### src/hdl/assert_macros.svh
// ----------------------------------------------------------------------------
// assert_macros.svh
// Clocked assertion shorthands for the unordered table block.
// ----------------------------------------------------------------------------
`ifndef ASSERT_MACROS_SVH
`define ASSERT_MACROS_SVH

// Property checked at every rising clk edge, ignored while rst_n is low.
`define ASSERT_CLK(label, prop, msg) \
    label: assert property (@(posedge clk) disable iff (!rst_n) (prop)) \
        else $error(msg);

// Condition that must never be seen at a rising clk edge out of reset.
`define ASSERT_NEVER(label, cond, msg) \
    label: assert property (@(posedge clk) disable iff (!rst_n) !(cond)) \
        else $error(msg);

`endif

### src/hdl/utisd_ram.sv
// ----------------------------------------------------------------------------
// utisd_ram
// Generic simple dual-port RAM: one write port, one read port, registered read.
// ----------------------------------------------------------------------------
`default_nettype none

module utisd_ram #(
    parameter int WIDTH = 32,
    parameter int DEPTH = 128,
    localparam int AW   = (DEPTH > 1) ? $clog2(DEPTH) : 1
) (
    input  wire logic             clk,
    input  wire logic             we,
    input  wire logic [AW-1:0]    waddr,
    input  wire logic [WIDTH-1:0] wdata,
    input  wire logic             re,
    input  wire logic [AW-1:0]    raddr,
    output logic      [WIDTH-1:0] rdata
);

    logic [WIDTH-1:0] mem [DEPTH];

    always_ff @(posedge clk)
    begin
        if (we)
        begin
            mem[waddr] <= wdata;
        end
        if (re)
        begin
            rdata <= mem[raddr];
        end
    end

endmodule

`default_nettype wire

### config.mk
export PLATFORM = sky130hd
export DESIGN_NAME = utisd_ram
export DESIGN_NICKNAME = d
export VERILOG_FILES = /design/src/hdl/assert_macros.svh /design/src/hdl/utisd_ram.sv
export SDC_FILE = /design/constraint.sdc
export NUM_CORES = 2
export LEC_CHECK = 0
export BUFFER_PORTS_ARGS = -buffer_cell sky130_fd_sc_hd__buf_2
export CELL_PAD_IN_SITES_DETAIL_PLACEMENT = 0
export CELL_PAD_IN_SITES_GLOBAL_PLACEMENT = 1
export CORE_AREA = 2 2 726 728
export CTS_CLUSTER_SIZE = 8
export DETAILED_ROUTE_END_ITERATION = 8
export DIE_AREA = 0 0 728 730
export PLACE_DENSITY_LB_ADDON = 0.1
export SLEW_MARGIN = 5
export SYNTH_ARGS = -nofsm -noshare
export SYNTH_HDL_FRONTEND = slang
export SYNTH_SLANG_ARGS = --single-unit
### constraint.sdc
create_clock -name clk -period 5 [get_ports clk]
set_clock_uncertainty 0.2 [all_clocks]
set_input_delay 0 -clock clk [delete_from_list [all_inputs] [get_ports clk]]
set_output_delay 0 -clock clk [all_outputs]
set_load 0.005 [all_outputs]
==> metrics.txt <==
outcome=complete, no violations; clk slew on worst S/H paths=50 ps; WL/cell=about 39 um; cells after synthesis=roughly 6000; Pre-antenna DRT Iters=5; CP Class=reg -> reg; Hold Vio Cnt, Final=0; Relative slew margins=between 10 and 15%; Met3 Wirelength=approximately 28000 um; Rows=266; I/O pins=81; area delta synth->final=19.0%; data required time of the worst path=approximately 5600 ps; Placed Cells incl. Taps=13100; Post-Syn Nets=6039; Critical Path Sink Type=flip-flop; Internal Dissipation=about 61 mW; mapped cell area=~160000 um^2; routed wl met2=268000 um; max-slew violation count=0; Detail Route Antenna Nets=0; core area=between 500000 and 600000 um^2; CTS tree=done; total CTS buffers=between 500 and 600; Ys Warns=0; setup violators final=0; Starting Density=between 20 and 30%; Layout Cells excl Fill=between 10000 and 15000; clock share of power=between 40 and 50%; Switching Power=around 17 mW; crit-path max FO=1; flop and latch count out of synthesis=approximately 4100; via count=about 73000; Avg Cell Area, Syn=about 26 um^2; # clock sinks=4128; initial antenna violation count=85; Cell Chain, Critical Path=mux4_2 > mux4_2 > mux4_2 > dlygate4sd3_1 > mux2_2; Synth cell types=16; Die Ht=730 um; crit start category=flip-flop; CP most frequent cell=mux4_2; Root Buffer=clkbuf_16; Power Density=approximately 420 nW/um^2; drt via density=~5.2; Gate power share=under 10%; max frequency=roughly 0.29 GHz; share of cells above drive strength 1=between 30% and 40%; Post-Route WL=about 540000 um; max layer used=met5; drt drc=0; Flop pwr share=approximately half; max incr delay on CP=~700 ps; GRT Total Usage=around 20%; Clock Tree Buf Depth=4; unrepaired setup endpoints after global routing=no; H-tree depth=6; worst hold path class=in -> reg; vias in the first global route=roughly 76000; setup TNS=0 ps; Worst-Skew Late Latency=1050 ps; Setup Buffers After CTS=0; critical path arrival=between 4000 and 5000 ps; remaining global-route overflow=0; Tcrit/Tclk final=between 60% and 70%; final net count=about 6900; post-route minimum period=around 3500 ps; slowest CP cell=mux4_2; Peak supply drop=0.000329 V; Die Wd=~730 um; GPL Wtd Cong=around 0.75; first-pass GRT wire length=slightly above 700000 um; leakage=approximately 57 nW; Post-DP HPWL=309000 um; slew at the pin closest to its max-slew limit=approximately 1300 ps; largest net degree at the start of global routing=between 100 and 150; Die ar.=531000 um^2; switching share of power=between 20 and 25%; DRT iter0 DRCs=just under 9000; PortBufs=80; M1 wire length=233000 um; Max Cap Viol=0; fraction of the yosys area taken by sequential cells=79.2%
power groups by stage:
stage / clock, mW / sequential [mW] / combinational [mW]
after global routing: 37.8 / 38.4 / 4.51
after floorplan: 0 / 39.0 / 1.84
after global placement: 0 / 39.1 / 4.30
final: 35.7 / 38.5 / 4.32
after CTS: 36.6 / 38.5 / 4.47
after detailed placement: 0 / 39.1 / 4.33
path summary, 6_finish.rpt:
kind	start	end	slack, ps	cells after the start
worst max-delay path	mem[55][19]$_DFFE_PP_	rdata[19]$_DFFE_PP_	1520	5
worst min-delay path	wdata[18]	mem[20][18]$_DFFE_PP_	20	2
worst max register to register	mem[55][19]$_DFFE_PP_	rdata[19]$_DFFE_PP_	1520	5
worst min register to register	mem[79][11]$_DFFE_PP_	rdata[11]$_DFFE_PP_	1050	4
routing by layer:
layer	up-vias	GRT usage (%)
met5	-	0
met4	16	3.72
met3	582	2.78
met2	2461	33.9
met1	41400	27.9
li1	28000	-
layout make-up:
cell class                 instances  area, um^2
sequential                      4128      124000
antenna                           46         115
timing repair buffer             560        5500
clock inverter                    50         656
clock buffer                     608       15100
tap                             6968        8720
fill                           47600      337000
multi-input combinational       1546       32300
worst max-delay path: cells and delay by family (launching register included):
| kind | cells | cell delay (ps) |
|---|---|---|
| buffers and inverters | 1 | 630 |
| flip-flops | 1 | 350 |
| multiplexers | 4 | 2030 |
metrics by stage:
step | util [%] | power, mW | hold slack (ps) | area (um^2) | setup slack (ps)
after floorplan | - | 40.9 | -101 | 157000 | 1560
after global placement | 32.3 | 43.4 | 4.14 | 169000 | 938
after detailed placement | 32.3 | 43.5 | 4.30 | 169000 | 930
after CTS | 35.6 | 79.6 | 6.15 | 186000 | 1510
after global routing | 35.6 | 80.8 | 41.4 | 186000 | 1510
final | 35.6 | 78.5 | 19.9 | 186000 | 1520
cell usage after synthesis:
cell,count,share of area (%)
edfxtp_1,4128,79
mux4_2,1344,19
clkbuf_1,182,0.44
nor2_1,122,0.29
buf_2,79,0.25
buf_1,50,0.12
mux2_2,32,0.23
nand2_1,14,0.034
nand3_1,12,0.038
nor3_1,9,0.029
nor2b_1,7,0.028
buf_4,3,0.014
nand4_1,3,0.012
buf_6,2,0.014
nand2b_1,2,0.0080
or3_1,1,0.0040
kinds of logic after synthesis:
logic type             count (synthesis)  synth area share, %
AND/OR/NAND/NOR                      170                0.445
multiplexers                        1376                 19.6
flip-flops                          4128                 79.2
buffers and inverters                316                0.837
placed cells by master, fill, tap and decap left out, drive strengths merged:
cell / instances
buf: 472
bufinv: 1
clkbuf: 608
clkinv: 15
diode: 46
dlygate4sd3: 88
edfxtp: 4128
inv: 34
mux2: 32
mux4: 1344
nand2: 14
nand2b: 2
nand3: 12
nand4: 3
nor2: 122
nor2b: 7
nor3: 9
or3: 1
state kept, by name, indices dropped and copies added, names as in the netlist:
| register | flops |
|---|---|
| rdata | 32 |
| mem | 4096 |
what timing repair did:
item,in CTS,in global routing
endpoints found under the setup margin,0,0
hold buffers,101,0
resized for setup,0,0
endpoints found under the hold margin,5261,0
Power figures use the tool's default switching activity.
